[config.mk]
export PLATFORM = sky130hd
export DESIGN_NAME = virtual_timer_pool
export DESIGN_NICKNAME = d
export VERILOG_FILES = /design/src/rtl/core/vtp_pkg.sv /design/src/rtl/core/virtual_timer_pool.sv
export SDC_FILE = /design/constraint.sdc
export NUM_CORES = 1
export LEC_CHECK = 0
export ABC_AREA = 0
export BUFFER_PORTS_ARGS = -buffer_cell sky130_fd_sc_hd__buf_2
export CORE_MARGIN = 2
export CORE_UTILIZATION = 55
export CTS_CLUSTER_DIAMETER = 100
export DETAILED_ROUTE_END_ITERATION = 10
export PLACE_DENSITY = 0.75
export SETUP_SLACK_MARGIN = 0.05
export SYNTH_ARGS = -nofsm -noshare
export SYNTH_HDL_FRONTEND = slang
export SYNTH_SLANG_ARGS = --single-unit
export TNS_END_PERCENT = 100
[constraint.sdc]
create_clock -name clock -period 5.1 [get_ports clock]
set_clock_uncertainty 0.2 [all_clocks]
set_input_delay 0.255 -clock clock [delete_from_list [all_inputs] [get_ports clock]]
set_output_delay 0.255 -clock clock [all_outputs]
set_load 0.05 [all_outputs]
[src/rtl/core/vtp_pkg.sv]
`timescale 1ns / 1ps
`default_nettype none

package vtp_pkg;

   // Default pool size.
   localparam int NUM_TIMERS_DEF = 8;

   localparam int FUNC_W  = 3;
   localparam int INDEX_W = 3;
   localparam int TIME_W  = 32;

   // Operation codes carried in the func field.
   localparam logic [FUNC_W-1:0] OP_TICK  = 3'd0;
   localparam logic [FUNC_W-1:0] OP_ALLOC = 3'd1;
   localparam logic [FUNC_W-1:0] OP_FREE  = 3'd2;
   localparam logic [FUNC_W-1:0] OP_SET   = 3'd3;
   localparam logic [FUNC_W-1:0] OP_QUERY = 3'd4;

   typedef struct packed {
      logic [FUNC_W-1:0]  func;
      logic [INDEX_W-1:0] timer_index;
      logic [TIME_W-1:0]  duration_ms;
   } vtp_req_type;

   typedef struct packed {
      logic               alloc_ok;
      logic [INDEX_W-1:0] alloc_index;
      logic               expired;
      logic [TIME_W-1:0]  time_left;
   } vtp_rsp_type;

   typedef enum logic [2:0] {
      ST_IDLE,
      ST_TICK_INC,
      ST_SCAN,
      ST_ALLOC,
      ST_FREE,
      ST_SET,
      ST_QUERY_RD,
      ST_QUERY_SUB
   } vtp_state_type;

endpackage

`default_nettype wire

[src/rtl/core/virtual_timer_pool.sv]
`timescale 1ns / 1ps
`default_nettype none

// Pool of one-shot millisecond timers with a private 32-bit millisecond counter.
// A command transaction is taken on the req_data port at a rising edge where
// start is high and busy is low. The func field selects tick, alloc, free, set
// or query; any other code produces an all-zero result and changes nothing.
// Every command produces exactly one result transaction on rsp_data, flagged
// by a single-cycle rsp_valid strobe in the same cycle that busy drops, or
// right after the accepting edge for an unknown code, which never raises busy.
// The receiver cannot stall, so results are never held or queued.
// All time arithmetic goes through one shared 32-bit adder/subtractor under a
// small sequencer, and deadlines live in a single-port memory with a
// registered read. While busy, a tick does one increment, then one memory
// read per timer with each compare trailing its read; alloc tests one flag per
// cycle until a free timer is found; query reads, then subtracts; free and set
// each run in a single state; unknown codes never raise busy. A tick is the
// longest command.
// A synchronous reset returns the sequencer to idle, clears the counter and
// marks every timer expired, unused and stopped. The deadline memory is not
// cleared: an entry is only ever looked at after a set has written it.
module virtual_timer_pool #(
   parameter int NUM_TIMERS = vtp_pkg::NUM_TIMERS_DEF
) (
   input  wire logic                clock,
   input  wire logic                reset,
   input  wire logic                start,
   output logic                     busy,
   input  wire vtp_pkg::vtp_req_type req_data,
   output logic                     rsp_valid,
   output vtp_pkg::vtp_rsp_type     rsp_data
);

   import vtp_pkg::*;

   localparam int IDX_W = (NUM_TIMERS > 1) ? $clog2(NUM_TIMERS) : 1;
   localparam int CNT_W = $clog2(NUM_TIMERS + 1);
   localparam logic [CNT_W-1:0] SCAN_END = CNT_W'(NUM_TIMERS);

   vtp_state_type state_ff, state_in;

   vtp_req_type req_ff, req_in;
   vtp_rsp_type rsp_ff, rsp_in;
   logic        rsp_valid_ff, rsp_valid_in;

   logic [TIME_W-1:0] now_ff, now_in;

   logic [NUM_TIMERS-1:0] running_ff, running_in;
   logic [NUM_TIMERS-1:0] in_use_ff, in_use_in;
   logic [NUM_TIMERS-1:0] expired_ff, expired_in;

   // Scan counter shared by tick and alloc, plus the one-stage compare
   // pipeline that trails the memory read during a tick.
   logic [CNT_W-1:0] scan_ff, scan_in;
   logic [IDX_W-1:0] pidx_ff, pidx_in;
   logic             pvld_ff, pvld_in;

   // Deadline memory: one port, written or read at mem_addr each cycle.
   logic [TIME_W-1:0] deadline_mem [NUM_TIMERS];
   logic [TIME_W-1:0] rd_data_ff;
   logic [IDX_W-1:0]  mem_addr;
   logic              mem_we;

   // The one shared adder. Subtraction is a + ~b + 1.
   logic [TIME_W-1:0] add_a, add_b, add_sum;
   logic              add_cin;

   logic [IDX_W-1:0] req_idx;
   logic             req_idx_ok;
   logic [IDX_W-1:0] scan_idx;

   assign add_sum    = TIME_W'(add_a + add_b + TIME_W'(add_cin));
   assign req_idx    = IDX_W'(req_ff.timer_index);
   assign req_idx_ok = 32'(req_ff.timer_index) < NUM_TIMERS;
   assign scan_idx   = scan_ff[IDX_W-1:0];

   assign busy      = (state_ff != ST_IDLE);
   assign rsp_valid = rsp_valid_ff;
   assign rsp_data  = rsp_ff;

   always_ff @(posedge clock) begin
      if (mem_we) begin
         deadline_mem[mem_addr] <= add_sum;
      end
      rd_data_ff <= deadline_mem[mem_addr];
   end

   always_ff @(posedge clock) begin
      if (reset) begin
         state_ff     <= ST_IDLE;
         rsp_valid_ff <= 1'b0;
         now_ff       <= '0;
         running_ff   <= '0;
         in_use_ff    <= '0;
         expired_ff   <= '1;
         scan_ff      <= '0;
         pvld_ff      <= 1'b0;
      end else begin
         state_ff     <= state_in;
         rsp_valid_ff <= rsp_valid_in;
         now_ff       <= now_in;
         running_ff   <= running_in;
         in_use_ff    <= in_use_in;
         expired_ff   <= expired_in;
         scan_ff      <= scan_in;
         pvld_ff      <= pvld_in;
      end
   end

   // Payload registers carry no reset.
   always_ff @(posedge clock) begin
      req_ff  <= req_in;
      rsp_ff  <= rsp_in;
      pidx_ff <= pidx_in;
   end

   always_comb begin
      state_in     = state_ff;
      req_in       = req_ff;
      rsp_in       = rsp_ff;
      rsp_valid_in = 1'b0;
      now_in       = now_ff;
      running_in   = running_ff;
      in_use_in    = in_use_ff;
      expired_in   = expired_ff;
      scan_in      = scan_ff;
      pidx_in      = pidx_ff;
      pvld_in      = 1'b0;
      mem_addr     = req_idx;
      mem_we       = 1'b0;
      add_a        = now_ff;
      add_b        = '0;
      add_cin      = 1'b0;

      case (state_ff)
         ST_IDLE: begin
            if (start) begin
               req_in  = req_data;
               rsp_in  = '0;
               scan_in = '0;
               case (req_data.func)
                  OP_TICK:  state_in = ST_TICK_INC;
                  OP_ALLOC: state_in = ST_ALLOC;
                  OP_FREE:  state_in = ST_FREE;
                  OP_SET:   state_in = ST_SET;
                  OP_QUERY: state_in = ST_QUERY_RD;
                  default: begin
                     // Unknown code: answer with an all-zero result at once.
                     rsp_valid_in = 1'b1;
                  end
               endcase
            end
         end

         ST_TICK_INC: begin
            add_cin  = 1'b1;
            now_in   = add_sum;
            state_in = ST_SCAN;
         end

         ST_SCAN: begin
            // Compare stage: the deadline read last cycle against the new count.
            add_a   = rd_data_ff;
            add_b   = ~now_ff;
            add_cin = 1'b1;
            if (pvld_ff && running_ff[pidx_ff] && (add_sum == '0)) begin
               running_in[pidx_ff] = 1'b0;
               expired_in[pidx_ff] = 1'b1;
            end
            // Read stage: fetch the next timer's deadline.
            if (scan_ff != SCAN_END) begin
               mem_addr = scan_idx;
               pidx_in  = scan_idx;
               pvld_in  = 1'b1;
               scan_in  = scan_ff + 1'b1;
            end else begin
               rsp_valid_in = 1'b1;
               state_in     = ST_IDLE;
            end
         end

         ST_ALLOC: begin
            if (scan_ff == SCAN_END) begin
               rsp_valid_in = 1'b1;
               state_in     = ST_IDLE;
            end else if (!in_use_ff[scan_idx]) begin
               in_use_in[scan_idx] = 1'b1;
               rsp_in.alloc_ok     = 1'b1;
               rsp_in.alloc_index  = INDEX_W'(scan_ff);
               rsp_valid_in        = 1'b1;
               state_in            = ST_IDLE;
            end else begin
               scan_in = scan_ff + 1'b1;
            end
         end

         ST_FREE: begin
            if (req_idx_ok) begin
               in_use_in[req_idx]  = 1'b0;
               running_in[req_idx] = 1'b0;
               expired_in[req_idx] = 1'b1;
            end
            rsp_valid_in = 1'b1;
            state_in     = ST_IDLE;
         end

         ST_SET: begin
            add_b = req_ff.duration_ms;
            if (req_idx_ok) begin
               if (req_ff.duration_ms == '0) begin
                  // A zero duration only forces expiry; running is left alone.
                  expired_in[req_idx] = 1'b1;
               end else begin
                  mem_we              = 1'b1;
                  expired_in[req_idx] = 1'b0;
                  running_in[req_idx] = 1'b1;
               end
            end
            rsp_valid_in = 1'b1;
            state_in     = ST_IDLE;
         end

         ST_QUERY_RD: begin
            state_in = ST_QUERY_SUB;
         end

         ST_QUERY_SUB: begin
            add_a   = rd_data_ff;
            add_b   = ~now_ff;
            add_cin = 1'b1;
            if (!req_idx_ok) begin
               rsp_in.expired = 1'b1;
            end else begin
               rsp_in.expired = expired_ff[req_idx];
               if (in_use_ff[req_idx] && !expired_ff[req_idx]) begin
                  rsp_in.time_left = add_sum;
               end
            end
            rsp_valid_in = 1'b1;
            state_in     = ST_IDLE;
         end

         default: begin
            state_in = ST_IDLE;
         end
      endcase
   end

endmodule

`default_nettype wire

* After elaboration in Yosys (flattened, before gate mapping)
Memory sizes are Yosys's and may differ from the RTL's. A register that Yosys moved wholly into a read port is not among the register bits. Index checks and enable logic that the tools add are counted. W data, S select, Z words.
Word-level totals: bits in registers 140, latch bits 0, memory bits (writable) 256, memory bits (read-only) 0, input bits 41, output and inout bits 39, logic and storage cells 149, memories kept 1
Memory list:
- deadline_mem | words 8, width 32, rd ports 1, clocked after Yosys merged registers in 1, wr ports 1, RTL line virtual_timer_pool.sv:59 | logic [TIME_W-1:0] deadline_mem [NUM_TIMERS];
Cells by class: add/sub/neg operators 3, multiply operators 0, div/mod/pow operators 0, magnitude comparators 6, eq/ne operators 24, shifts and indexed selects 0, muxes and demuxes 56, bitwise operators 12, reductions and logical operators 32
Operator list (count):
- $pmux W33 S2 | 1
- $logic_not A32 Y1 | 2
- $mux W32 | 2
- $pmux W32 S2 | 1
- $mux W8 | 6
- $pmux W8 S3 | 2
- $mux W37 | 1
- $add A32 B1 Y32 | 1
- $add A32 B32 Y32 | 1
- $and A8 B8 Y8 | 4
- $not A32 Y32 | 1
- $or A8 B8 Y8 | 4
- $mux W4 | 6
- $mux W1 | 18
- $mux W3 | 6
- $ne A2 B2 Y1 const B | 9
- $pmux W3 S6 | 1
- $not A8 Y8 | 2
- $pmux W8 S2 | 1
- $eq A3 B3 Y1 const B | 5
- $pmux W3 S5 | 1
- $bmux W1 S3 | 4
- $eq A3 B2 Y1 const B | 4
- $lt A3 B4 Y1 const B | 3
- 24 further kinds | 47

* Logic depth before layout (Yosys ltp)
Gate-level depths: netlist of the first run.
word-level depth 9, mapped depth 21, depth with buffers taken out 18

* Worst setup path after synthesis of the first run
No wires, ideal clock.
path type flip-flop to flip-flop, from reg state_ff[0], to reg expired_ff[4], library setup time 0.122 ns, data arrival time 4.537 ns, setup slack 0.241 ns, stages on the path, launching flop included 20, cell sequence dfxtp_1 clkbuf_1 xnor2_1 nand2_1 clkbuf_1 mux2i_1 fa_1 inv_1 fa_1 a21o_1 and4_1 o21ai_1 a21oi_1 o31a_1 a211oi_1 or3_4 nor4_4 a21o_2 buf_6 a221o_1
On the way: longest elaborated chain between the ends 9, elaborated cells on any way between the ends 18, those cells by class 2 x add/sub; 6 x eq/ne; 4 x mux; 6 x reduce/logical
RTL lines:
- start, declared | RTL line virtual_timer_pool.sv:40 | vtp_state_type state_ff, state_in;
- start signal, assigned | RTL line virtual_timer_pool.sv:99 | state_ff <= state_in;
- $eq A3 B3 Y1 / $eq A3 B2 Y1 (equally long branches) | RTL line virtual_timer_pool.sv:135 | case (state_ff)
- $reduce_or A2 Y1 (no line)
- $pmux W32 S2 / $mux W32 (equally long branches) | RTL line virtual_timer_pool.sv:135
- $add A32 B32 Y32 | RTL line virtual_timer_pool.sv:72 | assign add_sum = TIME_W'(add_a + add_b + TIME_W'(add_cin));
- $add A32 B1 Y32 * | RTL line virtual_timer_pool.sv:72
- net add_sum[26] | RTL line virtual_timer_pool.sv:65 | logic [TIME_W-1:0] add_a, add_b, add_sum;
- $logic_not A32 Y1 * | RTL line virtual_timer_pool.sv:166 | if (pvld_ff && running_ff[pidx_ff] && (add_sum == '0)) begin
- $logic_and A1 B1 Y1 * | RTL line virtual_timer_pool.sv:166
- $ne A2 B2 Y1 (no line) *
- $reduce_and A2 Y1 (no line) *
- end signal, assigned | RTL line virtual_timer_pool.sv:104 | expired_ff <= expired_in;
- end, declared | RTL line virtual_timer_pool.sv:50 | logic [NUM_TIMERS-1:0] expired_ff, expired_in;
Mark *: on every way through the listed nets, which the timed path passes. The rest lies on a longest branch. A chain may end at the register's enable or synchronous reset.

* Final worst setup path of the first run
from reg state_ff[2], to reg running_ff[4]
On the way: longest elaborated chain between the ends 9, elaborated cells on any way between the ends 19, those cells by class 2 x add/sub; 7 x eq/ne; 4 x mux; 6 x reduce/logical
RTL lines:
- $eq A3 B3 Y1 / $eq A3 B2 Y1 (equally long branches) | RTL line virtual_timer_pool.sv:135
- $reduce_or A2 Y1 (no line)
- $pmux W32 S2 / $mux W32 (equally long branches) | RTL line virtual_timer_pool.sv:135
- $add A32 B32 Y32 | RTL line virtual_timer_pool.sv:72
- $add A32 B1 Y32 * | RTL line virtual_timer_pool.sv:72
- net add_sum[19] | RTL line virtual_timer_pool.sv:65
- $logic_not A32 Y1 * | RTL line virtual_timer_pool.sv:166
- $logic_and A1 B1 Y1 * | RTL line virtual_timer_pool.sv:166
- $ne A2 B2 Y1 (no line) *
- $reduce_and A3 Y1 (no line) *
- end signal, assigned | RTL line virtual_timer_pool.sv:102 | running_ff <= running_in;
- end, declared | RTL line virtual_timer_pool.sv:48 | logic [NUM_TIMERS-1:0] running_ff, running_in;
Marked as above.

==> reports/metrics.csv, run 1 <==
stage,metric,value,unit
worst_setup_path,CP dominant cell by count,a21o_1,
worst_setup_path,critical path class,reg -> reg,
floorplan,core area,32500,um^2
global_route,gr usage total,28.1,%
min_path,Hold Path Class,in -> reg,
worst_setup_path,Worst setup EP type,flip-flop,
routing,Pre-antenna DRT Iters,6,
worst_setup_path,CP max FO,36,
floorplan,# IOs,80,
floorplan,Die Y,186,um
logic_synthesis,top-count cell post-synth,edfxtp_1,
logic_synthesis,top post-synthesis cells by count,"edfxtp_1 (331), nand2_1 (147), nor2_1 (118)",
cts,Clock Latency Late Sink,0.55,ns
place,area post-placement,19400,um^2
global_route,total gr overflow,0,
cts,H-tree Lvls,2,
floorplan,area of the die,34500,um^2
timing,"Hold Vio Cnt, Final",0,
timing,crit share post-route,94.1,%
place,dpl hpwl,31.4,mm
worst_setup_path,Critical Path Max Stage Delay,0.46,ns
worst_setup_path,"slowest stage cell, crit path",dfxtp_1,
routing,Wirelength per Cell,23.2,um
run,maxcap violations,0,
final_layout,Finished Cell Area,21200,um^2
timing,final hold slack,0.0166,ns
logic_synthesis,ys async rst share,0,%
logic_synthesis,Synthesized Nets,1544,
final_layout,Layout area overhead,16.7,%
cts,CTS tree,built,
timing,RSZ-0062 raised after global routing,no,
timing,setup TNS,0,ns
place,Final GP Congestion,0.961,
logic_synthesis,"area leader, netlist",edfxtp_1,
worst_setup_path,CP Launch Type,flip-flop,
pwr,maximum VDD drop,0.000472,V
place,Port-buffer cells,79,
timing,min cycle time layout,4.80,ns
place,Inst Count DP,1975,
routing,DRT antenna net count,0,
logic_synthesis,"Distinct cells, synth",71,
run_status,status,finished clean,
logic_synthesis,cells after synthesis,1469,
pwr,leakage power,0.00772,uW
global_route,first-pass GRT wire length,71.9,mm
final_layout,layout net count,1688,
cts,clock tree sinks,428,
worst_setup_path,cells along the critical path,"xnor2_1, nand2_2, buf_8, mux2_2, ha_1, a21o_1, a21o_1, a221oi_4, a31oi_4, a31oi_1, xor2_1, inv_2, or3_4, nor4_4, a21o_2, a211oi_1",
logic_synthesis,Yosys top cell area share,54.8,%
floorplan,Initial Util,55.8,%
logic_synthesis,Most used DFF post-synth,edfxtp_1,
routing,drt drc,0,
routing,vias per cell,6.18,
routing,DRT iter0 DRCs,1309,
floorplan,Die Wd,186,um
cts,Num CTS Buffers,42,
final_layout,fraction of layout cells with a size suffix above 1,16.7,%
logic_synthesis,"Avg Cell Area, Syn",12.4,um^2
routing,Vias,12905,
timing,relative slew slack,28.5,%
global_route,largest net degree at the start of global routing,65,
cts,Root Buffer Master,clkbuf_16,
logic_synthesis,Syn Std Cell Area,18100,um^2
timing,"Setup violations, final",0,
timing,Max Transition Viols Final,0,
timing,Slew @ Worst Pin,1.06,ns
final_layout,n_diodes,0,
global_route,initial antenna violation count,0,
worst_setup_path,CP Buf/Inv Count,2,
routing,final WL,48.4,mm
cts,"Clk pin slew, worst setup/hold paths",0.06,ns
final_layout,Non-Filler Instances,2089,
global_route,number of global-route vias before repair,12421,
cts,Clock Path Buffers,3,
timing,fmax,208,MHz
worst_setup_path,Worst EP required,5.29,ns
floorplan,FP Rows,66,
logic_synthesis,#FFs+latches synth,428,
logic_synthesis,Synth area leaders,"edfxtp_1 (55%), dfxtp_1 (11%), nand2_1 (3.0%), a22oi_1 (3.0%), a21oi_1 (2.7%)",
worst_setup_path,Worst Path Arrival,4.99,ns
pwr,pwr dens,580,nW/um^2
logic_synthesis,number of flops mapped to enable cells by yosys,331,
logic_synthesis,yosys warns,0,
worst_setup_path,"CP delay by family, top",compound AO/OA/AOI/OAI gates,
final_layout,Fillers,2414,
logic_synthesis,sequential-to-total area share from yosys stat,65.5,%
final_layout,Final Core Density,65.1,%
[cell type report]
cell class | count | area, um^2 | share of cell area (%)
multi-input cells | 919 | 5850 | 27.6
clock buffers | 54 | 1160 | 5.46
inverters | 41 | 154 | 0.727
repair buffers | 181 | 1320 | 6.24
clock inverters | 24 | 267 | 1.26
flip-flops and latches | 428 | 11900 | 56.1
well taps | 442 | 553 | 2.61
[per-stage QoR]
stage          total power (uW)  setup slack [ns]
6_report                  12300             0.301
5_1_grt                   12800            0.0259
4_1_cts                   12300             0.125
3_5_place_dp               9080             0.167
3_3_place_gp               9010             0.123
2_1_floorplan              7490             0.241
[cells by family (layout without fill, tap and decap cells)]
family / after synthesis / in the layout / share of synthesized area (%)
buffers and inverters: 122 / 300 / 2.63
adder cells (fa/ha/maj): 34 / 34 / 2.43
multiplexers: 42 / 42 / 2.69
flip-flops: 428 / 428 / 65.5
AO/OA/AOI/OAI: 379 / 379 / 14.2
XOR/XNOR: 31 / 31 / 1.50
AND/OR/NAND/NOR: 433 / 433 / 11.1
[tightest hold or removal path, cell delays in order]
cell and delay [ns]:
buf_2 0.13, nor2_1 0.10, o21a_1 0.13, o31a_1 0.11
[sequential cells by signal, indices dropped and copies added (netlist names)]
| signal | flops |
|---|---|
| deadline_mem | 256 |
| expired_ff | 8 |
| in_use_ff | 8 |
| now_ff | 32 |
| pidx_ff | 3 |
| pvld_ff | 1 |
| rd_data_ff | 32 |
| req_ff | 32 |
| req_idx | 3 |
| rsp_data | 37 |
| rsp_valid | 1 |
| running_ff | 8 |
| scan_ff | 4 |
| state_ff | 3 |
[cell usage in the layout (no fill, tap or decap), types with 8 or more instances in the layout]
cell / count
a211oi_1: 17
a21o_1: 9
a21oi_1: 97
a221oi_1: 33
a22o_1: 28
a22oi_1: 73
and2_1: 23
and2_2: 8
and3_1: 8
buf_2: 79
buf_4: 60
clkbuf_16: 43
clkinv_2: 9
dfxtp_1: 97
dlygate4sd3_1: 36
edfxtp_1: 331
ha_1: 32
inv_1: 38
mux2_2: 34
nand2_1: 146
nand3_1: 44
nand4_1: 14
nor2_1: 110
nor2_2: 8
nor2b_1: 10
nor3_1: 25
nor4_1: 12
o21ai_0: 56
o21ai_1: 11
xnor2_1: 18
xor2_1: 12
[report_power, final]
group	leakage, uW	switching, uW	internal, uW
clock network	0.000700	1290	1870
registers	0.00386	271	4720
logic	0.00316	2830	1300
[timing repair]
item | in CTS | in global routing
endpoints found under the hold margin | 38 | 0
hold buffers | 36 | 0
gates resized for setup | 0 | 7
buffers inserted | 0 | 0
setup endpoints to repair | 0 | 26
[layer usage]
metal | GRT usage (%) | share of wire (%) | up-vias
li1 | - | - | 5842
met1 | 37.3 | 40 | 6342
met5 | 0 | 0 | -
met3 | 4.03 | 7.6 | 115
met4 | 12.2 | 4.3 | 0
met2 | 46.6 | 48 | 606
[worst paths after layout]
check,from,to,slack (ns),cells past startpoint
max,state_ff[2],running_ff[4],0.30,16
min,req_data[36],state_ff[1],0.02,4
max reg2reg,state_ff[2],running_ff[4],0.30,16
min reg2reg,now_ff[26],now_ff[26],0.27,2
Note: power is estimated with default switching activity, not from simulation.
==> run 2, diff against run 1 <==
ABC_AREA = 1   (was 0)
CORE_UTILIZATION = 56   (was 55)
PLACE_DENSITY = 0.76   (was 0.75)
==> run 2 against run 1 <==
  * Sequential share of layout area down 2.1 points
  * Critical path depth up 9
  * Via count grew 12%
  * Global-route usage grew 0.73 points
  * Utilization up 0.64 points
  * Sequential power increased by 10%
  * Die area is 2.7% higher
  * Final cell count rose by 20%
  * Design area up 3.8%
  * Clock-buffer cell count increased by 1
  * Largest power group is now combinational cells
  * Highest routed layer unchanged
==> reports/metrics.csv, run 2 <==
stage,metric,value,unit,change
timing,RSZ-0062 raised after global routing,no,,unchanged
pwr,leakage power,0.00880,uW,was 0.00772 uW
logic_synthesis,ys async rst share,0,%,unchanged
cts,H-tree Lvls,2,,unchanged
logic_synthesis,#FFs+latches synth,428,,unchanged
global_route,global-route met3 utilization,4.17,%,was 4.03%
routing,drt drc,0,,unchanged
timing,"Hold Vio Cnt, Final",0,,unchanged
timing,relative slew slack,36.6,%,was 28.5%
logic_synthesis,Synthesized Nets,1973,,"was 1,544"
global_route,first-pass GRT wire length,77.5,mm,was 71.9 mm
global_route,initial antenna violation count,0,,unchanged
routing,DRT antenna net count,0,,unchanged
pwr,pwr dens,663,nW/um^2,was 580 nW/um^2
cts,"Clk pin slew, worst setup/hold paths",0.06,ns,about the same
timing,min cycle time layout,4.74,ns,was 4.80 ns
timing,worst setup margin,0.360,ns,was 0.301 ns
logic_synthesis,XOR/XNOR share of the synthesized area,0.323,%,was 1.50%
worst_setup_path,Worst Path Arrival,4.98,ns,was 4.99 ns
worst_setup_path,r2r worst-path depth,25,,was 16
worst_setup_path,"slowest stage cell, crit path",dfxtp_1,,unchanged
logic_synthesis,top-count cell post-synth,nand2_1,,was edfxtp_1
routing,final WL,50.7,mm,was 48.4 mm
logic_synthesis,Simple-Gate Fraction of Synth Area,17.3,%,was 11.1%
place,dpl hpwl,34.2,mm,was 31.4 mm
cts,Num CTS Buffers,42,,unchanged
global_route,number of global-route vias before repair,13932,,"was 12,421"
final_layout,n_diodes,0,,unchanged
final_layout,"commonest non-fill, non-tap cell in the layout",nand2_1,,was edfxtp_1
floorplan,area of the die,35400,um^2,"was 34,500 um^2"
worst_setup_path,Reg-to-Reg Start,state_ff[2],,unchanged
logic_synthesis,Post-Synth Adder-Cell Area,2.32,%,was 2.43%
min_path,hold_sp,req_data[36],,unchanged
routing,DRT iter0 DRCs,1385,,"was 1,309"
floorplan,Die Wd,188,um,was 186 um
logic_synthesis,Most used DFF post-synth,edfxtp_1,,unchanged
worst_setup_path,Levels on crit path,25,,was 16
cts,Clock Path Buffers,3,,unchanged
final_layout,fraction of layout cells with a size suffix above 1,10.9,%,was 16.7%
logic_synthesis,"area leader, netlist",edfxtp_1,,unchanged
floorplan,Initial Util,56.7,%,was 55.8%
global_route,gr usage total,28.9,%,was 28.1%
logic_synthesis,complex-gate fraction of the synthesized area,11.2,%,was 14.2%
final_layout,layout net count,2109,,"was 1,688"
global_route,grt peak-use layer,met2,,unchanged
place,Final GP Congestion,0.951,,was 0.961
pwr,maximum VDD drop,0.000409,V,was 0.000472 V
global_route,largest net degree at the start of global routing,42,,was 65
routing,vias per cell,5.74,,was 6.18
cts,CTS tree,built,,unchanged
worst_setup_path,critical path class,reg -> reg,,unchanged
floorplan,# IOs,80,,unchanged
timing,final hold slack,0.0781,ns,was 0.0166 ns
place,Inst Count DP,2398,,"was 1,975"
logic_synthesis,Synth area leaders,"edfxtp_1 (52%), dfxtp_1 (10%), nand2_1 (9.3%), inv_1 (4.7%), a22oi_1 (3.7%)",,"was edfxtp_1 (55%), dfxtp_1 (11%), nand2_1 (3.0%), a22oi_1 (3.0%), a21oi_1 (2.7%)"
final_layout,largest register by flop count,deadline_mem,,unchanged
final_layout,Layout area overhead,15.9,%,was 16.7%
floorplan,FP Rows,67,,was 66
worst_setup_path,"CP delay by family, top",simple AND/OR/NAND/NOR gates,,was compound AO/OA/AOI/OAI gates
run_status,status,finished clean,,unchanged
logic_synthesis,Yosys top cell area share,52.4,%,was 54.8%
worst_setup_path,CP dominant cell by count,nand2_1,,was a21o_1
routing,Vias,14431,,"was 12,905"
place,Port-buffer cells,79,,unchanged
timing,Slew @ Worst Pin,0.943,ns,was 1.06 ns
place,pre-CTS setup slack,0.331,ns,was 0.167 ns
global_route,total gr overflow,0,,unchanged
global_route,met2 usage in global routing,47.5,%,was 46.6%
final_layout,most frequent cells in the layout,"nand2_1 (467), edfxtp_1 (331), inv_1 (238)",,"was edfxtp_1 (331), nand2_1 (146), nor2_1 (110)"
worst_setup_path,CP max FO,32,,was 36
global_route,met1 global-route usage,37.5,%,was 37.3%
logic_synthesis,"Distinct cells, synth",43,,was 71
timing,fmax,211,MHz,was 208 MHz
logic_synthesis,"Avg Cell Area, Syn",10.0,um^2,was 12.4 um^2
worst_setup_path,Worst EP required,5.34,ns,was 5.29 ns
worst_setup_path,CP Launch Type,flip-flop,,unchanged
logic_synthesis,post-synthesis mux area share,0,%,was 2.69%
worst_setup_path,CP Buf/Inv Count,6,,was 2
logic_synthesis,yosys warns,0,,unchanged
min_path,Hold Path Class,in -> reg,,unchanged
timing,crit share post-route,93.0,%,was 94.1%
timing,"Setup violations, final",0,,unchanged
worst_setup_path,Critical Path Max Stage Delay,0.46,ns,about the same
final_layout,Non-Filler Instances,2515,,"was 2,089"
min_path,number of cells on the worst hold path,7,,was 4
logic_synthesis,sequential-to-total area share from yosys stat,62.6,%,was 65.5%
final_layout,Fillers,2568,,"was 2,414"
cts,Root Buffer Master,clkbuf_16,,unchanged
floorplan,Die Y,188,um,was 186 um
cts,Clock Latency Late Sink,0.58,ns,was 0.55 ns
routing,Wirelength per Cell,20.2,um,was 23.2 um
logic_synthesis,number of flops mapped to enable cells by yosys,331,,unchanged
worst_setup_path,reg2reg end,expired_ff[6],,was running_ff[4]
routing,Pre-antenna DRT Iters,6,,unchanged
cts,Post-CTS Setup Inserts,0,,unchanged
pwr,PnR Total Power,14600,uW,"was 12,300 uW"
cts,clock tree sinks,428,,unchanged
final_layout,max FFs per register,256,,unchanged
worst_setup_path,flop2flop setup slack,0.36,ns,was 0.30 ns
logic_synthesis,Syn Std Cell Area,19000,um^2,"was 18,100 um^2"
floorplan,core area,33400,um^2,"was 32,500 um^2"
worst_setup_path,Worst setup EP type,flip-flop,,unchanged
logic_synthesis,cells after synthesis,1898,,"was 1,469"
logic_synthesis,top post-synthesis cells by count,"nand2_1 (470), edfxtp_1 (331), inv_1 (238)",,"was edfxtp_1 (331), nand2_1 (147), nor2_1 (118)"
run,maxcap violations,0,,unchanged
logic_synthesis,largest family of logic cells by synthesized area,simple AND/OR/NAND/NOR gates,,was compound AO/OA/AOI/OAI gates
min_path,worst hold path endpoint,state_ff[1],,unchanged
timing,Max Transition Viols Final,0,,unchanged
run 2: cell count changes in the layout (fill, tap and decap cells not counted), moves of 30 or more:
cell | before | now
nand2_1 | 146 | 467
o21ai_0 | 56 | 106
buf_4 | 60 | 25
nand4_1 | 14 | 44
mux2_2 | 34 | 0
inv_1 | 38 | 238
run 2: worst reg2reg max path, stage by stage, from the launching register on:
cell and delay (ns):
dfxtp_1 0.46, inv_2 0.10, nor2_4 0.28, nand2_4 0.16, inv_2 0.09, buf_4 0.30
nand2_1 0.15, o21ai_0 0.11, ha_1 0.31, nand2_1 0.18, inv_1 0.08, a21oi_1 0.18
nand2_1 0.20, nand2_1 0.14, nand2_1 0.28, nor2_1 0.18, nand2_1 0.06, nor2_1 0.10
nand3_1 0.13, nor2_1 0.15, nand3_1 0.17, nand2_1 0.15, buf_6 0.24, inv_2 0.08
nand2_1 0.06, nand3_1 0.07
run 2: power by group:
part           switching [uW]  internal [uW]  leakage [uW]
Combinational            4330           1500       0.00423
Clock                    1340           1900      0.000709
Sequential                320           5180       0.00386
Total                    5990           8580       0.00880
run 2: metrics by stage:
step	setup TNS [ns]	cell area (um^2)	utilization, %
finish	0	22000	65.7
global route	0	22000	65.7
CTS	0	22000	65.7
detailed placement	0	20100	60.1
global placement	0	20100	60.1
floorplan	-34.53	19000	-
run 2: kinds of logic after synthesis:
| family | count (synthesis) |
|---|---|
| buffers and inverters | 311 |
| xor gates and xnor gates | 7 |
| and+or+nand+nor | 779 |
| adders and majority gates | 34 |
| AOI/OAI and AO/OA | 339 |
| DFF | 428 |
run 2: layout make-up:
cell class	instances	area, um^2	area share, %
multi-input cells	1159	6040	27.5
flip-flops and latches	428	11900	54.0
well taps	448	561	2.55
inverters	252	946	4.30
repair buffers	151	1110	5.03
clock inverters	22	312	1.42
clock buffers	55	1140	5.18
run 2: timing repair:
| action | 4_1_cts | 5_1_grt |
|---|---|---|
| hold buffers | 40 | 0 |
| endpoints found under the hold margin | 44 | 0 |
| setup endpoints to repair | 0 | 16 |
| resized for setup | 0 | 7 |
run 2: worst max-delay path by stage:
stage | end | slack, ns | start
3_3_place_gp | running_ff[0] | 0.45 | state_ff[1]
3_5_place_dp | running_ff[0] | 0.33 | state_ff[1]
5_1_grt | running_ff[2] | 0.06 | state_ff[2]
2_1_floorplan | deadline_mem[2][0] | -0.25 | scan_ff[0]
4_1_cts | expired_ff[6] | 0.32 | state_ff[1]
6_report | expired_ff[6] | 0.36 | state_ff[2]
run 2: routing by layer:
layer,up-vias,share of wire (%)
met5,-,0
met2,593,47
met3,142,7.1
met1,6871,40
met4,0,5.5
li1,6825,-
==> run 3, diff against run 2 <==
BUFFER_PORTS_ARGS = -buffer_cell sky130_fd_sc_hd__clkbuf_2   (was -buffer_cell sky130_fd_sc_hd__buf_2)
==> run 3 against run 2 <==
  * Via count grew 0.58%
  * Utilization is essentially flat
  * Routed wire length grew 3.3%
  * Combinational power is essentially flat
  * Global-route usage grew 0.97 points
  * Critical path depth is the same
  * Final cell count grew 0.16%
  * Non-clock buffer count grew 3
  * Worst setup slack gained 0.15 ns
  * Critical path type unchanged
  * Critical endpoint is now running_ff[7]
  * Largest cell class unchanged
  * Highest routed layer unchanged
==> reports/metrics.csv, run 3 (same netlist as run 2, synthesis figures left out) <==
stage,metric,value,unit,change
timing,RSZ-0062 raised after global routing,no,,unchanged
worst_setup_path,Worst Path Arrival,4.86,ns,was 4.98 ns
place,dpl hpwl,34.8,mm,was 34.2 mm
global_route,initial antenna violation count,0,,unchanged
timing,setup TNS,0,ns,unchanged
floorplan,core area,33400,um^2,unchanged
timing,"Hold Vio Cnt, Final",0,,unchanged
floorplan,Initial Util,56.7,%,unchanged
place,Final GP Congestion,0.949,,was 0.951
worst_setup_path,CP max FO,44,,was 32
final_layout,fraction of layout cells with a size suffix above 1,11.0,%,was 10.9%
routing,drt drc,0,,unchanged
cts,H-tree Lvls,2,,unchanged
global_route,total gr overflow,0,,unchanged
worst_setup_path,Worst setup EP type,flip-flop,,unchanged
place,area post-placement,20100,um^2,about the same
floorplan,area of the die,35400,um^2,unchanged
cts,"Clk pin slew, worst setup/hold paths",0.06,ns,about the same
floorplan,# IOs,80,,unchanged
routing,DRT iter0 DRCs,1201,,"was 1,385"
global_route,number of global-route vias before repair,14199,,"was 13,932"
worst_setup_path,Worst EP required,5.37,ns,was 5.34 ns
run,maxcap violations,0,,unchanged
worst_setup_path,CP dominant cell by count,nand2_1,,unchanged
routing,DRT antenna net count,0,,unchanged
timing,crit share post-route,90.0,%,was 93.0%
pwr,PnR Total Power,14600,uW,about the same
final_layout,layout net count,2112,,"was 2,109"
final_layout,Final Core Density,65.7,%,about the same
routing,Vias,14514,,"was 14,431"
worst_setup_path,critical path class,reg -> reg,,unchanged
timing,Slew @ Worst Pin,0.988,ns,was 0.943 ns
cts,CTS tree,built,,unchanged
final_layout,Layout area overhead,15.9,%,about the same
timing,relative slew slack,33.9,%,was 36.6%
pwr,maximum VDD drop,0.000604,V,was 0.000409 V
routing,Pre-antenna DRT Iters,7,,was 6
timing,fmax,218,MHz,was 211 MHz
cts,Clock Latency Late Sink,0.60,ns,was 0.58 ns
global_route,largest net degree at the start of global routing,45,,was 42
global_route,gr usage total,29.8,%,was 28.9%
final_layout,Finished Cell Area,22000,um^2,about the same
cts,Root Buffer Master,clkbuf_16,,unchanged
routing,vias per cell,5.76,,was 5.74
cts,Clock Path Buffers,3,,unchanged
worst_setup_path,"slowest stage cell, crit path",dfxtp_1,,unchanged
timing,Max Transition Viols Final,0,,unchanged
timing,"Setup violations, final",0,,unchanged
timing,min cycle time layout,4.59,ns,was 4.74 ns
run_status,status,finished clean,,unchanged
final_layout,n_diodes,0,,unchanged
place,Port-buffer cells,79,,unchanged
pwr,leakage power,0.00879,uW,was 0.00880 uW
min_path,Hold Path Class,in -> reg,,unchanged
final_layout,Fillers,2604,,"was 2,568"
cts,Num CTS Buffers,42,,unchanged
worst_setup_path,CP Launch Type,flip-flop,,unchanged
final_layout,largest register by flop count,deadline_mem,,unchanged
worst_setup_path,Critical Path Max Stage Delay,0.47,ns,was 0.46 ns
final_layout,max FFs per register,256,,unchanged
routing,Wirelength per Cell,20.8,um,was 20.2 um
floorplan,Die Wd,188,um,unchanged
floorplan,FP Rows,67,,unchanged
final_layout,most frequent cells in the layout,"nand2_1 (469), edfxtp_1 (331), inv_1 (238)",,"was nand2_1 (467), edfxtp_1 (331), inv_1 (238)"
timing,final hold slack,0.0914,ns,was 0.0781 ns
final_layout,"commonest non-fill, non-tap cell in the layout",nand2_1,,unchanged
floorplan,Die Y,188,um,unchanged
global_route,first-pass GRT wire length,79.7,mm,was 77.5 mm
pwr,pwr dens,664,nW/um^2,was 663 nW/um^2
cts,clock tree sinks,428,,unchanged
routing,final WL,52.4,mm,was 50.7 mm
run 3: critical path: cells and delay by family (launching register included):
kind | cells | cell delay (ns)
flops | 1 | 0.47
fa+ha+maj | 1 | 0.42
simple gates | 19 | 2.57
compound gates | 1 | 0.13
buf+inv | 4 | 0.68
run 3: where the power goes:
part           switching, uW  internal [uW]
clock                   1380           1850
sequential               330           5180
combinational           4370           1490
total                   6070           8520
run 3: worst paths after layout:
path                            start        endpoint  slack, ns  cells after the start
setup / recovery          state_ff[0]   running_ff[7]       0.51                     25
hold / removal           req_data[36]     state_ff[1]       0.09                      7
setup reg to reg          state_ff[0]   running_ff[7]       0.51                     25
hold reg to reg   deadline_mem[7][13]  rd_data_ff[13]       0.26                      2
run 3: metrics by stage:
stage / std cells / setup WS [ns]
floorplan: 1898 / -0.249
global placement: 2401 / 0.295
detailed placement: 2401 / 0.239
CTS: 2517 / 0.179
global route: 2519 / 0.0953
finish: 2519 / 0.508
run 3: cell type report:
class                           instances  area [um^2]  share of cell area [%]
Sequential cell                       428        11900                    54.0
Multi-Input combinational cell       1159         6050                    27.5
Timing Repair Buffer                  154         1100                    5.00
Clock buffer                           52         1090                    4.95
Inverter                              252          946                    4.30
Tap cell                              448          561                    2.55
Clock inverter                         26          363                    1.65
run 3: timing repair:
action | 4_1_cts | 5_1_grt
gates resized for setup | 0 | 7
buffers inserted | 0 | 2
endpoints found under the hold margin | 37 | 0
hold buffers | 38 | 0
endpoints found under the setup margin | 0 | 16
run 3: metal layers:
| layer | track usage (%) | wire [um] | vias up |
|---|---|---|---|
| met4 | 12.1 | 2030 | 0 |
| li1 | - | - | 6839 |
| met5 | 0 | 0 | - |
| met3 | 4.25 | 3560 | 108 |
| met2 | 51.7 | 26000 | 590 |
| met1 | 37.8 | 20800 | 6977 |
